File: src/hdl/scta_pkg.sv
`timescale 1ns / 1ps
// ----------------------------------------------------------------------------
// scta_pkg: shared types and constants of the scan code to ASCII FIFO
// Request codes, set 1 key numbers and the US layout translation tables.
// ----------------------------------------------------------------------------
package scta_pkg;

  typedef enum logic [1:0] {
    REQ_SCAN = 2'd0,
    REQ_POP  = 2'd1,
    REQ_FLAG = 2'd2
  } req_type_e;

  localparam logic [7:0] KEY_RELEASE = 8'h80;
  localparam logic [6:0] KEY_MASK    = 7'h7F;
  localparam logic [6:0] KEY_LSHIFT  = 7'h2A;
  localparam logic [6:0] KEY_RSHIFT  = 7'h36;
  localparam logic [6:0] KEY_CTRL    = 7'h1D;
  localparam logic [6:0] KEY_CAPS    = 7'h3A;
  localparam logic [6:0] KEY_C       = 7'h2E;
  localparam logic [7:0] CODE_BREAK  = 8'h03;
  localparam int unsigned MAP_LEN    = 59;
  localparam logic [7:0] FILL_MAX    = 8'hFF;

  localparam logic [7:0] MAP_PLAIN [MAP_LEN] = '{
    8'h00, 8'h1B, 8'h31, 8'h32, 8'h33, 8'h34, 8'h35, 8'h36, 8'h37, 8'h38,
    8'h39, 8'h30, 8'h2D, 8'h3D, 8'h08, 8'h09, 8'h71, 8'h77, 8'h65, 8'h72,
    8'h74, 8'h79, 8'h75, 8'h69, 8'h6F, 8'h70, 8'h5B, 8'h5D, 8'h0A, 8'h00,
    8'h61, 8'h73, 8'h64, 8'h66, 8'h67, 8'h68, 8'h6A, 8'h6B, 8'h6C, 8'h3B,
    8'h27, 8'h60, 8'h00, 8'h5C, 8'h7A, 8'h78, 8'h63, 8'h76, 8'h62, 8'h6E,
    8'h6D, 8'h2C, 8'h2E, 8'h2F, 8'h00, 8'h2A, 8'h00, 8'h20, 8'h00
  };

  localparam logic [7:0] MAP_UPPER [MAP_LEN] = '{
    8'h00, 8'h1B, 8'h21, 8'h40, 8'h23, 8'h24, 8'h25, 8'h5E, 8'h26, 8'h2A,
    8'h28, 8'h29, 8'h5F, 8'h2B, 8'h08, 8'h09, 8'h51, 8'h57, 8'h45, 8'h52,
    8'h54, 8'h59, 8'h55, 8'h49, 8'h4F, 8'h50, 8'h7B, 8'h7D, 8'h0A, 8'h00,
    8'h41, 8'h53, 8'h44, 8'h46, 8'h47, 8'h48, 8'h4A, 8'h4B, 8'h4C, 8'h3A,
    8'h22, 8'h7E, 8'h00, 8'h7C, 8'h5A, 8'h58, 8'h43, 8'h56, 8'h42, 8'h4E,
    8'h4D, 8'h3C, 8'h3E, 8'h3F, 8'h00, 8'h2A, 8'h00, 8'h20, 8'h00
  };

  // Push request from the key decoder to the character store.
  typedef struct packed {
    logic       push;
    logic [7:0] ch;
  } push_t;

  // Store status seen by the result stage.
  typedef struct packed {
    logic       has_char;
    logic [7:0] fill;
  } store_stat_t;

  // Translate a key number; keys past the table give zero.
  function automatic logic [7:0] map_char(input logic [6:0] key, input logic upper);
    logic [7:0] ch;
    ch = 8'h00;
    if (key < 7'(MAP_LEN)) begin
      ch = upper ? MAP_UPPER[key[5:0]] : MAP_PLAIN[key[5:0]];
    end
    return ch;
  endfunction

endpackage

File: src/hdl/scta_if.sv
`timescale 1ns / 1ps
// ----------------------------------------------------------------------------
// scta_if: request and result channel interfaces
// Valid/ready channels carrying the request item and the result item.
// ----------------------------------------------------------------------------
interface scta_req_if;
  logic       valid;
  logic       ready;
  logic [1:0] req_type;
  logic [7:0] scan_code;

  modport source (output valid, output req_type, output scan_code, input ready);
  modport sink   (input valid, input req_type, input scan_code, output ready);
endinterface

interface scta_rsp_if;
  logic       valid;
  logic       ready;
  logic       char_valid;
  logic [7:0] char_code;
  logic       break_seen;
  logic [7:0] fill_level;

  modport source (output valid, output char_valid, output char_code,
                  output break_seen, output fill_level, input ready);
  modport sink   (input valid, input char_valid, input char_code,
                  input break_seen, input fill_level, output ready);
endinterface

File: src/hdl/scta_keymap.sv
`timescale 1ns / 1ps
// ----------------------------------------------------------------------------
// scta_keymap: modifier tracking and key translation
// Holds shift, ctrl, caps lock and the Ctrl+C flag; turns presses into pushes.
// ----------------------------------------------------------------------------
module scta_keymap (
  input  logic              clk_i,
  input  logic              rst_ni,
  input  logic              accept_i,
  input  logic [1:0]        req_type_i,
  input  logic [7:0]        scan_code_i,
  output scta_pkg::push_t   push_o,
  output logic              break_seen_o
);

  logic       shift_q, shift_d;
  logic       caps_q, caps_d;
  logic       ctrl_q, ctrl_d;
  logic       break_q, break_d;
  logic       rel;
  logic [6:0] key;

  assign rel = |(scan_code_i & scta_pkg::KEY_RELEASE);
  assign key = scan_code_i[6:0] & scta_pkg::KEY_MASK;

  always_comb begin
    shift_d      = shift_q;
    caps_d       = caps_q;
    ctrl_d       = ctrl_q;
    break_d      = break_q;
    push_o       = '0;
    break_seen_o = 1'b0;
    case (scta_pkg::req_type_e'(req_type_i))
      scta_pkg::REQ_SCAN: begin
        if (key == scta_pkg::KEY_LSHIFT || key == scta_pkg::KEY_RSHIFT) begin
          shift_d = !rel;
        end else if (key == scta_pkg::KEY_CTRL) begin
          ctrl_d = !rel;
        end else if (!rel) begin
          if (key == scta_pkg::KEY_CAPS) begin
            caps_d = !caps_q;
          end else if (ctrl_q && key == scta_pkg::KEY_C) begin
            break_d     = 1'b1;
            push_o.push = 1'b1;
            push_o.ch   = scta_pkg::CODE_BREAK;
          end else begin
            push_o.ch   = scta_pkg::map_char(key, shift_q ^ caps_q);
            push_o.push = |push_o.ch;
          end
        end
      end
      scta_pkg::REQ_FLAG: begin
        break_seen_o = break_q;
        break_d      = 1'b0;
      end
      default: begin
      end
    endcase
    // Gate the push on a real handshake.
    if (!accept_i) begin
      push_o.push = 1'b0;
    end
  end

  always_ff @(posedge clk_i or negedge rst_ni) begin
    if (!rst_ni) begin
      shift_q <= 1'b0;
      caps_q  <= 1'b0;
      ctrl_q  <= 1'b0;
      break_q <= 1'b0;
    end else if (accept_i) begin
      shift_q <= shift_d;
      caps_q  <= caps_d;
      ctrl_q  <= ctrl_d;
      break_q <= break_d;
    end
  end

endmodule

File: src/hdl/scta_store.sv
`timescale 1ns / 1ps
// ----------------------------------------------------------------------------
// scta_store: character ring buffer
// One synchronous memory with write and read pointers; read data registered.
// ----------------------------------------------------------------------------
module scta_store #(
  parameter int unsigned FIFO_DEPTH = 256
) (
  input  logic                  clk_i,
  input  logic                  rst_ni,
  input  scta_pkg::push_t       push_i,
  input  logic                  pop_i,
  output scta_pkg::store_stat_t stat_o,
  output logic [7:0]            rd_data_o
);

  localparam int unsigned AW = (FIFO_DEPTH > 1) ? $clog2(FIFO_DEPTH) : 1;
  localparam int unsigned CW = (AW + 1 > 9) ? AW + 1 : 9;
  localparam logic [AW-1:0] PTR_LAST = AW'(FIFO_DEPTH - 1);

  logic [7:0]    mem [FIFO_DEPTH];
  logic [AW-1:0] wp_q, wp_d, rp_q, rp_d;
  logic [AW-1:0] wp_inc, rp_inc;
  logic          full, we, re;
  logic [CW-1:0] cnt;
  logic [7:0]    rd_data_q;

  assign wp_inc = (wp_q == PTR_LAST) ? '0 : wp_q + 1'b1;
  assign rp_inc = (rp_q == PTR_LAST) ? '0 : rp_q + 1'b1;
  assign full   = (wp_inc == rp_q);

  assign stat_o.has_char = (wp_q != rp_q);
  assign we = push_i.push && !full;
  assign re = pop_i && stat_o.has_char;

  assign wp_d = we ? wp_inc : wp_q;
  assign rp_d = re ? rp_inc : rp_q;

  // Fill level after the current item, clipped to the 8-bit field.
  always_comb begin
    if (wp_d >= rp_d) begin
      cnt = CW'(wp_d) - CW'(rp_d);
    end else begin
      cnt = CW'(wp_d) + CW'(FIFO_DEPTH) - CW'(rp_d);
    end
    stat_o.fill = (cnt > CW'(scta_pkg::FILL_MAX)) ? scta_pkg::FILL_MAX : cnt[7:0];
  end

  always_ff @(posedge clk_i or negedge rst_ni) begin
    if (!rst_ni) begin
      wp_q <= '0;
      rp_q <= '0;
    end else begin
      wp_q <= wp_d;
      rp_q <= rp_d;
    end
  end

  // Pushes never land on an unread entry, and one item is taken per cycle,
  // so a read and a write never target the same entry in the same cycle.
  always_ff @(posedge clk_i) begin
    if (we) begin
      mem[wp_q] <= push_i.ch;
    end
    if (re) begin
      rd_data_q <= mem[rp_q];
    end
  end

  assign rd_data_o = rd_data_q;

endmodule

File: src/hdl/scancode_to_ascii_fifo.sv
`timescale 1ns / 1ps
// ----------------------------------------------------------------------------
// scancode_to_ascii_fifo: set 1 scan code to ASCII converter with FIFO
// Keyboard decoder feeding a character ring buffer, one result per request.
// ----------------------------------------------------------------------------
// Usage:
//   req_i carries one request: a scan code (req_type 0), a character pop
//   (req_type 1) or a read-and-clear of the Ctrl+C flag (req_type 2).
//   rsp_o returns exactly one result per request, in order: the popped
//   character (char_valid/char_code), the flag (break_seen) and the FIFO
//   fill level after the request.
// Timing:
//   The acceptance edge loads the read stage and the character memory read
//   register; the output register takes both once it is free or draining,
//   and the result is on rsp_o from that register until it is taken.
//   One request per cycle is sustained while rsp_o.ready is high; the limit
//   is the single memory port pair.
// Reset:
//   rst_ni clears the pointers, the modifier keys, caps lock, the flag and
//   the pipeline valids. The memory contents are not cleared; only written
//   entries are ever read.
// Stall:
//   With rsp_o.ready low the output register holds its result and one more
//   request may still be taken into the read stage; after that req_i.ready
//   drops until the output drains.
// ----------------------------------------------------------------------------
module scancode_to_ascii_fifo #(
  parameter int unsigned FIFO_DEPTH = 256
) (
  input  logic       clk_i,
  input  logic       rst_ni,
  scta_req_if.sink   req_i,
  scta_rsp_if.source rsp_o
);

  logic                  accept;
  logic                  pop_req;
  scta_pkg::push_t       push;
  logic                  seen;
  scta_pkg::store_stat_t stat;
  logic [7:0]            rd_data;

  // Read stage: waits for the memory data of a pop.
  logic       s1_valid_q;
  logic       s1_hit_q;
  logic       s1_seen_q;
  logic [7:0] s1_fill_q;
  logic       s1_move;

  // Output register.
  logic       out_valid_q;
  logic       out_hit_q;
  logic [7:0] out_code_q;
  logic       out_seen_q;
  logic [7:0] out_fill_q;

  // Advance the read stage when the output register is free or draining.
  assign s1_move     = s1_valid_q && (!out_valid_q || rsp_o.ready);
  assign req_i.ready = !s1_valid_q || s1_move;
  assign accept      = req_i.valid && req_i.ready;
  assign pop_req     = accept &&
                       (scta_pkg::req_type_e'(req_i.req_type) == scta_pkg::REQ_POP);

  scta_keymap u_keymap (
    .clk_i        (clk_i),
    .rst_ni       (rst_ni),
    .accept_i     (accept),
    .req_type_i   (req_i.req_type),
    .scan_code_i  (req_i.scan_code),
    .push_o       (push),
    .break_seen_o (seen)
  );

  scta_store #(
    .FIFO_DEPTH (FIFO_DEPTH)
  ) u_store (
    .clk_i     (clk_i),
    .rst_ni    (rst_ni),
    .push_i    (push),
    .pop_i     (pop_req),
    .stat_o    (stat),
    .rd_data_o (rd_data)
  );

  // Valid flags of both stages.
  always_ff @(posedge clk_i or negedge rst_ni) begin
    if (!rst_ni) begin
      s1_valid_q  <= 1'b0;
      out_valid_q <= 1'b0;
    end else begin
      if (accept) begin
        s1_valid_q <= 1'b1;
      end else if (s1_move) begin
        s1_valid_q <= 1'b0;
      end
      if (s1_move) begin
        out_valid_q <= 1'b1;
      end else if (rsp_o.ready) begin
        out_valid_q <= 1'b0;
      end
    end
  end

  // Payload: capture request results, then merge in the memory data.
  always_ff @(posedge clk_i) begin
    if (accept) begin
      s1_hit_q  <= pop_req && stat.has_char;
      s1_seen_q <= seen;
      s1_fill_q <= stat.fill;
    end
    if (s1_move) begin
      out_hit_q  <= s1_hit_q;
      out_code_q <= s1_hit_q ? rd_data : 8'h00;
      out_seen_q <= s1_seen_q;
      out_fill_q <= s1_fill_q;
    end
  end

  assign rsp_o.valid      = out_valid_q;
  assign rsp_o.char_valid = out_hit_q;
  assign rsp_o.char_code  = out_code_q;
  assign rsp_o.break_seen = out_seen_q;
  assign rsp_o.fill_level = out_fill_q;

endmodule

File: src/flat_wrapper.sv
// flat-port wrapper written by rule: the top's interface ports become plain ports
module scancode_to_ascii_fifo_flat 
#(
  parameter int unsigned FIFO_DEPTH = 256
)
  (clk_i, rst_ni, req_i_valid, req_i_req_type, req_i_scan_code, req_i_ready, rsp_o_valid, rsp_o_char_valid, rsp_o_char_code, rsp_o_break_seen, rsp_o_fill_level, rsp_o_ready);
  scta_req_if req_i_i ();
  scta_rsp_if rsp_o_i ();
  input  logic clk_i;
  input  logic rst_ni;
  input wire logic [$bits(req_i_i.valid)-1:0] req_i_valid;
  input wire logic [$bits(req_i_i.req_type)-1:0] req_i_req_type;
  input wire logic [$bits(req_i_i.scan_code)-1:0] req_i_scan_code;
  output wire logic [$bits(req_i_i.ready)-1:0] req_i_ready;
  output wire logic [$bits(rsp_o_i.valid)-1:0] rsp_o_valid;
  output wire logic [$bits(rsp_o_i.char_valid)-1:0] rsp_o_char_valid;
  output wire logic [$bits(rsp_o_i.char_code)-1:0] rsp_o_char_code;
  output wire logic [$bits(rsp_o_i.break_seen)-1:0] rsp_o_break_seen;
  output wire logic [$bits(rsp_o_i.fill_level)-1:0] rsp_o_fill_level;
  input wire logic [$bits(rsp_o_i.ready)-1:0] rsp_o_ready;
  assign req_i_i.valid = req_i_valid;
  assign req_i_i.req_type = req_i_req_type;
  assign req_i_i.scan_code = req_i_scan_code;
  assign req_i_ready = req_i_i.ready;
  assign rsp_o_valid = rsp_o_i.valid;
  assign rsp_o_char_valid = rsp_o_i.char_valid;
  assign rsp_o_char_code = rsp_o_i.char_code;
  assign rsp_o_break_seen = rsp_o_i.break_seen;
  assign rsp_o_fill_level = rsp_o_i.fill_level;
  assign rsp_o_i.ready = rsp_o_ready;
  scancode_to_ascii_fifo #(.FIFO_DEPTH(FIFO_DEPTH)) u_core (.clk_i(clk_i), .rst_ni(rst_ni), .req_i(req_i_i), .rsp_o(rsp_o_i));
endmodule
File: config.mk
export PLATFORM = sky130hd
export DESIGN_NAME = scancode_to_ascii_fifo_flat
export DESIGN_NICKNAME = d
export VERILOG_FILES = /design/src/hdl/scta_pkg.sv /design/src/hdl/scta_if.sv /design/src/hdl/scta_keymap.sv /design/src/hdl/scta_store.sv /design/src/hdl/scancode_to_ascii_fifo.sv /design/src/flat_wrapper.sv
export SDC_FILE = /design/constraint.sdc
export NUM_CORES = 2
export LEC_CHECK = 0
export BUFFER_PORTS_ARGS = -buffer_cell sky130_fd_sc_hd__buf_2
export CELL_PAD_IN_SITES_DETAIL_PLACEMENT = 1
export CELL_PAD_IN_SITES_GLOBAL_PLACEMENT = 1
export CORE_ASPECT_RATIO = 0.8
export CORE_MARGIN = 2
export CORE_UTILIZATION = 50
export DETAILED_ROUTE_END_ITERATION = 10
export HOLD_SLACK_MARGIN = 0.06
export PLACE_DENSITY = 0.69
export SYNTH_ARGS = -nofsm -noshare
export SYNTH_HDL_FRONTEND = slang
export SYNTH_SLANG_ARGS = --single-unit
File: constraint.sdc
create_clock -name clk_i -period 24.9 [get_ports clk_i]
set_input_delay 4.98 -clock clk_i [delete_from_list [all_inputs] [get_ports clk_i]]
set_output_delay 4.98 -clock clk_i [all_outputs]
set_load 0.1 [all_outputs]
Yosys cells after proc, flatten, opt, wreduce, memory -nomap -nowiden

Memory sizes are Yosys's and may differ from the RTL's. A register that Yosys moved wholly into a read port is not among the register bits.
Cells that the tools add are included.

Flip-flop bits (word level): 50
Bits in writable memories: 2048
Bits in read-only memories: 1024
Output and inout bits: 20
Logic and storage cells: 107
Memories: 3

Memories:

| name               | depth | bits a word | read ports | clocked after memory_dff | wr ports | line             | text |
|---|---|---|---|---|---|---|---|
| u_core.u_store.mem | 256   | 8           | 1          | 1                        | 1        | scta_store.sv:21 | `logic [7:0] mem [FIFO_DEPTH];` |
| (name not given)   | 64    | 8           | 1          | 0                        | 0        | scta_pkg.sv:60   | `ch = upper ? MAP_UPPER[key[5:0]] : MAP_PLAIN[key[5:0]];` |
| (name not given)   | 64    | 8           | 1          | 0                        | 0        | scta_pkg.sv:60   |  |

$add $sub $neg: 5
Order comparisons: 4
Equal/unequal tests: 16
Muxes and demuxes: 36
Bitwise logic cells: 5
Reduce and logical (&&, ||, !) cells: 23

Operators by type and width:

| kind                                                                 | number |
|---|---|
| 8-bit 2-to-1 mux                                                     | 16 |
| 9-bit 2-to-1 mux                                                     | 7 |
| 7-bit by 6-bit == test with 1-bit output, second input constant      | 4 |
| 8-bit by 1-bit adder with 8-bit output, second input constant        | 2 |
| 8-bit == test, second input constant                                 | 2 |
| 1-bit 2-to-1 mux                                                     | 12 |
| 2-bit != test, second input constant                                 | 5 |
| 8-bit by 9-bit adder with 9-bit output, second input constant        | 1 |
| 9-bit by 8-bit > comparator with 1-bit output, second input constant | 1 |
| 8-bit by 8-bit subtractor with 9-bit output                          | 1 |
| 9-bit by 8-bit subtractor with 9-bit output                          | 1 |
| 8-bit == test                                                        | 1 |
| 8-bit greater-or-equal comparator                                    | 1 |
| 8-bit != test                                                        | 1 |
| 8-bit OR reduction                                                   | 1 |
| 7-bit by 5-bit == test with 1-bit output, second input constant      | 1 |
| 7-bit greater-or-equal comparator, second input constant             | 1 |
| 7-bit by 6-bit < comparator with 1-bit output, second input constant | 1 |
| 6-bit NOT with 7-bit output                                          | 1 |
| 7-bit AND reduction                                                  | 1 |
| 1-bit logical AND                                                    | 6 |
| 6-bit AND reduction                                                  | 1 |
| 2-bit nonzero test                                                   | 3 |
| 1-bit zero test                                                      | 5 |
| 9 further kinds                                                      | 13 |

Depth between registers and ports, before layout

Word-level depth: 26
Gate-level depth with buffers: 22
Mapped depth without buffers: 19

By module

A second synthesis with hierarchy kept.

Cells, all modules: 4476
Area total of the unflattened synthesis: 84713.7 um^2

By module, submodules not included:

| module                 | instances | cells an instance | area each (um^2) | seq. area each (um^2) |
|---|---|---|---|---|
| scta_store             | 1         | 4225              | 82090.0          | 62139.6 |
| scta_keymap            | 1         | 204               | 1602.8           | 100.1 |
| scancode_to_ascii_fifo | 1         | 47                | 1021.0           | 890.9 |

Least setup slack after synthesis

No wires, ideal clock.

Kind: input to register
From: input req_i_scan_code[1]
To: memory u_core.u_store.mem[0][1], data pin
Data arrival time: 16639 ps
Data required time: 22625 ps
Slack: 5986 ps
Cell stages on the path: 9
Buffers on the path: 2
Cells stage by stage: buf_4 -> inv_2 -> ha_1 -> clkbuf_1 -> nor2b_1 -> a31oi_1 -> nand2b_1 -> nor4_1 -> a21boi_0

RTL lines:

| item        | line               | text |
|---|---|---|
| from (decl) | flat_wrapper.sv:13 | `input wire logic [$bits(req_i_i.scan_code)-1:0] req_i_scan_code;` |
| to (decl)   | scta_store.sv:21   |  |

Worst setup path in the final report

From: input rsp_o_ready
To: output req_i_ready

Cells in the longest elaborated chain, start to end: 3

Ends and longest elaborated chain:

| item              | line                         | text |
|---|---|---|
| from (decl)       | flat_wrapper.sv:20           | `input wire logic [$bits(rsp_o_i.ready)-1:0] rsp_o_ready;` |
| 1-bit logical OR  | scancode_to_ascii_fifo.sv:58 | `assign s1_move = s1_valid_q && (!out_valid_q \|\| rsp_o.ready);` |
| 1-bit logical AND | scancode_to_ascii_fifo.sv:58 |  |
| 1-bit logical OR  | scancode_to_ascii_fifo.sv:59 | `assign req_i.ready = !s1_valid_q \|\| s1_move;` |
| to (decl)         | flat_wrapper.sv:14           | `output wire logic [$bits(req_i_i.ready)-1:0] req_i_ready;` |

Every way passes these cells.

==> flow_summary.json <==
{
  "status": "finished, final reports clean",
  "synth_top_flop_cell": "edfxtp_1",
  "place_hpwl_mm": 108,
  "setup_viol": 0,
  "cts_buffer_depth": 3,
  "fmax_mhz": 94.1,
  "numPortBuffers": 32,
  "synthArstFlopShare": 0.0119,
  "yosysSeqAreaShare": 0.752,
  "cts_root_buffer": "clkbuf_16",
  "critical_path_class": "input port to output pin",
  "numClockSinks": 1848,
  "syn_nets": 3461,
  "drive_gt1_frac": 0.260,
  "gp_congestion": 0.879,
  "p_leak_nw": 25.4,
  "ant_nets": 0,
  "start_kind": "input port",
  "grt_max_degree": 246,
  "crit_arrival_ns": 5.65,
  "clk_pin_slew_ns": 0.06,
  "fill_cells": 12355,
  "drtPass1Iterations": 6,
  "post_drt_wl_per_cell_um": 32.5,
  "drc_errors": 0,
  "cts_tree": "done",
  "synth_edf_count": 1826,
  "ys_warn_count": 0,
  "antenna_found_initial": 6,
  "cts_made_buffers": 176,
  "rsz0062_at_grt": "false",
  "worstMarginPinSlew_ns": 1.32,
  "path_cells": "buf_2 > nand3b_1 > buf_2",
  "period_needed_ns": 10.63,
  "fin_cells": 5595,
  "dr_total_vias": 35589,
  "syn_avg_cell_area_um2": 21.5,
  "clock_skew_ns": 0.0485,
  "finalCritPeriodShare": 0.427,
  "critPathMaxFanout": 3,
  "final_cell_mix": "edfxtp_1 (1,826), mux4_2 (562), nor2_1 (301)",
  "finalMaxSlewViolations": 0,
  "grt_usage": 0.248,
  "routed_wl_mm": 182,
  "slew_headroom": 0.117,
  "netlist_instances": 3421,
  "die_area_um2": 150000,
  "die_y_um": 347,
  "placed_cell_area_um2": 75900,
  "grt_pass1_wl_mm": 268,
  "slowest_delay_ns": 0.45,
  "hold_violations": 0,
  "ctsHoldBuffers": 0,
  "crit_top_cell": "buf_2",
  "dp_cells": 5270,
  "core_area_um2": 146000,
  "end_kind": "output pin",
  "min_path_type": "register to register",
  "via_per_inst": 6.36,
  "cp_num_buf_inv": 2,
  "clk_latency_ns": 0.84,
  "die_w_um": 433,
  "syn_to_final_growth_pct": 10.6,
  "io_pins": 34,
  "synth_seq_cells": 1848,
  "crit_slowest_cell": "buf_2",
  "start_util": 0.505,
  "stdcell_area_um2": 81500,
  "cp_top_family": "buffers and inverters",
  "ir_worst_vdd_mv": 0.0851,
  "grt_pass1_vias": 36651,
  "gr-total-overflow": 0,
  "crit_required_ns": 19.92,
  "cts-resized-gates": 0,
  "drt_iter0_drc": 4689,
  "maxCapViolCount": 0,
  "num_rows": 125,
  "p_per_area_nw_per_um2": 100,
  "post_cts_buffers": 0,
  "layout.nets": 3520,
  "syn_area_um2": 73600,
  "htreeDepth": 4,
  "layout_commonest_cell": "edfxtp_1",
  "tns_ns": 0,
  "ys_types": 74
}
## power by group
part           internal [mW]  switching [mW]
sequential              3.41          0.0715
combinational          0.959            1.12
clock                   1.44            1.17
## cell families (layout without fill, tap and decap cells)
kind of cell / after synthesis / in the layout / synth area share
compound gates: 177 / 177 / 0.0172
xor+xnor: 27 / 27 / 0.00331
fa+ha+maj: 26 / 26 / 0.00452
buf+inv: 231 / 436 / 0.0145
flops: 1848 / 1848 / 0.752
mux: 576 / 576 / 0.174
other cells: 1 / 2 / 0.0000509
simple gates: 535 / 535 / 0.0346
## flip-flops by register name, summed over array words and instances (netlist names)
register and cells:
u_core.s1_fill_q 8, u_core.u_store.wp_q 8, u_core.s1_valid_q 1, u_core.u_keymap.shift_q 1, u_core.u_store.rp_q 8, u_core.u_keymap.break_q 1, u_core.u_store.mem 1792, u_core.rsp_o.break_seen 1
u_core.u_store.rd_data_o 7, u_core.u_keymap.caps_q 1, u_core.u_keymap.ctrl_q 1, u_core.rsp_o.char_valid 1, u_core.rsp_o.valid 1, u_core.rsp_o.char_code 7, u_core.rsp_o.fill_level 8, u_core.s1_hit_q 1
u_core.s1_seen_q 1
## cell usage after synthesis (3+ instances only)
master / n / area share
inv_2: 4 / 0.00020
buf_2: 71 / 0.0048
or3_1: 3 / 0.00025
o211ai_1: 7 / 0.00071
and3_1: 9 / 0.00076
a41oi_1: 4 / 0.00048
a221oi_1: 3 / 0.00036
o2111ai_1: 3 / 0.00036
nand2b_1: 17 / 0.0014
o21ai_0: 24 / 0.0016
mux2_2: 4 / 0.00061
o2bb2ai_1: 4 / 0.00048
nand3_4: 10 / 0.0024
buf_6: 3 / 0.00046
nor4_1: 5 / 0.00042
nand4_1: 10 / 0.00085
inv_1: 18 / 0.00092
nand3_2: 3 / 0.00041
a31oi_1: 11 / 0.00093
o21a_1: 3 / 0.00031
buf_1: 24 / 0.0012
dfrtp_1: 22 / 0.0075
a22o_1: 14 / 0.0017
xor2_1: 4 / 0.00048
nand2_1: 66 / 0.0034
edfxtp_1: 1826 / 0.74
a21o_1: 4 / 0.00041
a22oi_1: 53 / 0.0054
mux2i_1: 8 / 0.0011
nor2b_1: 22 / 0.0019
a21oi_1: 16 / 0.0011
xnor2_1: 22 / 0.0026
ha_1: 25 / 0.0042
nor3_1: 12 / 0.00082
a211oi_1: 4 / 0.00041
nand4b_1: 3 / 0.00036
nor2_1: 307 / 0.016
and2_1: 14 / 0.0012
clkbuf_1: 89 / 0.0045
buf_4: 20 / 0.0020
o311ai_1: 4 / 0.00048
nand3_1: 35 / 0.0024
mux4_2: 562 / 0.17
o21ai_1: 5 / 0.00034
nand3b_1: 8 / 0.00082
## worst paths after layout
kind | end | slack [ns] | cells after the start | from
max | req_i_ready | 14.27 | 3 | rsp_o_ready
min reg2reg | u_core.rsp_o.fill_level[1]$_DFFE_PP_ | 0.42 | 0 | u_core.s1_fill_q[1]$_SDFFCE_PN1P_
min in group asynchronous | u_core.u_keymap.shift_q$_DFFE_PN0P_ | 4.13 | 1 | rst_ni
max in group asynchronous | u_core.u_store.rp_q[3]$_DFF_PN0_ | 20.37 | 1 | rst_ni
max reg2reg | u_core.u_store.rd_data_o[3]$_DFFE_PP_ | 18.71 | 9 | u_core.u_store.rp_q[0]$_DFF_PN0_
min | u_core.rsp_o.fill_level[1]$_DFFE_PP_ | 0.42 | 0 | u_core.s1_fill_q[1]$_SDFFCE_PN1P_
## worst register-to-register path, stage by stage, from the launching register on
cell,delay (ns)
dfrtp_4,0.80
buf_12,0.74
buf_12,0.77
buf_4,1.06
mux4_2,0.69
mux4_2,0.52
a22oi_1,0.68
nand2_1,0.13
a22oi_1,0.24
nand3_1,0.25
## through the flow
| stage | hold slack [ns] | power, mW | worst slack, ns | utilization |
|---|---|---|---|---|
| 2_1_floorplan | 0.400 | 4.96 | 5.99 | - |
| 3_3_place_gp | 0.407 | 5.60 | 14.28 | 0.521 |
| 3_5_place_dp | 0.411 | 5.63 | 14.20 | 0.521 |
| 4_1_cts | 0.425 | 8.23 | 14.27 | 0.559 |
| 5_1_grt | 0.433 | 8.43 | 14.26 | 0.559 |
| 6_report | 0.422 | 8.17 | 14.27 | 0.559 |
## layer usage
layer,global-route usage,vias up,wire length [um]
met5,0,-,44
met4,0.0612,6,4160
met3,0.0511,266,14600
met2,0.371,1557,84700
met1,0.378,19328,78500
li1,-,14432,-
## cell type report
cell class	count	area (um^2)	area share
diodes	1	2.50	0.0000307
clock inverters	111	1010	0.0124
repair buffers	89	651	0.00799
flip-flops and latches	1848	55400	0.680
well taps	1968	2460	0.0302
inverters	23	86.3	0.00106
clock buffers	213	4560	0.0560
multi-input cells	1342	17300	0.212
Note: power is estimated with default switching activity, not from simulation.
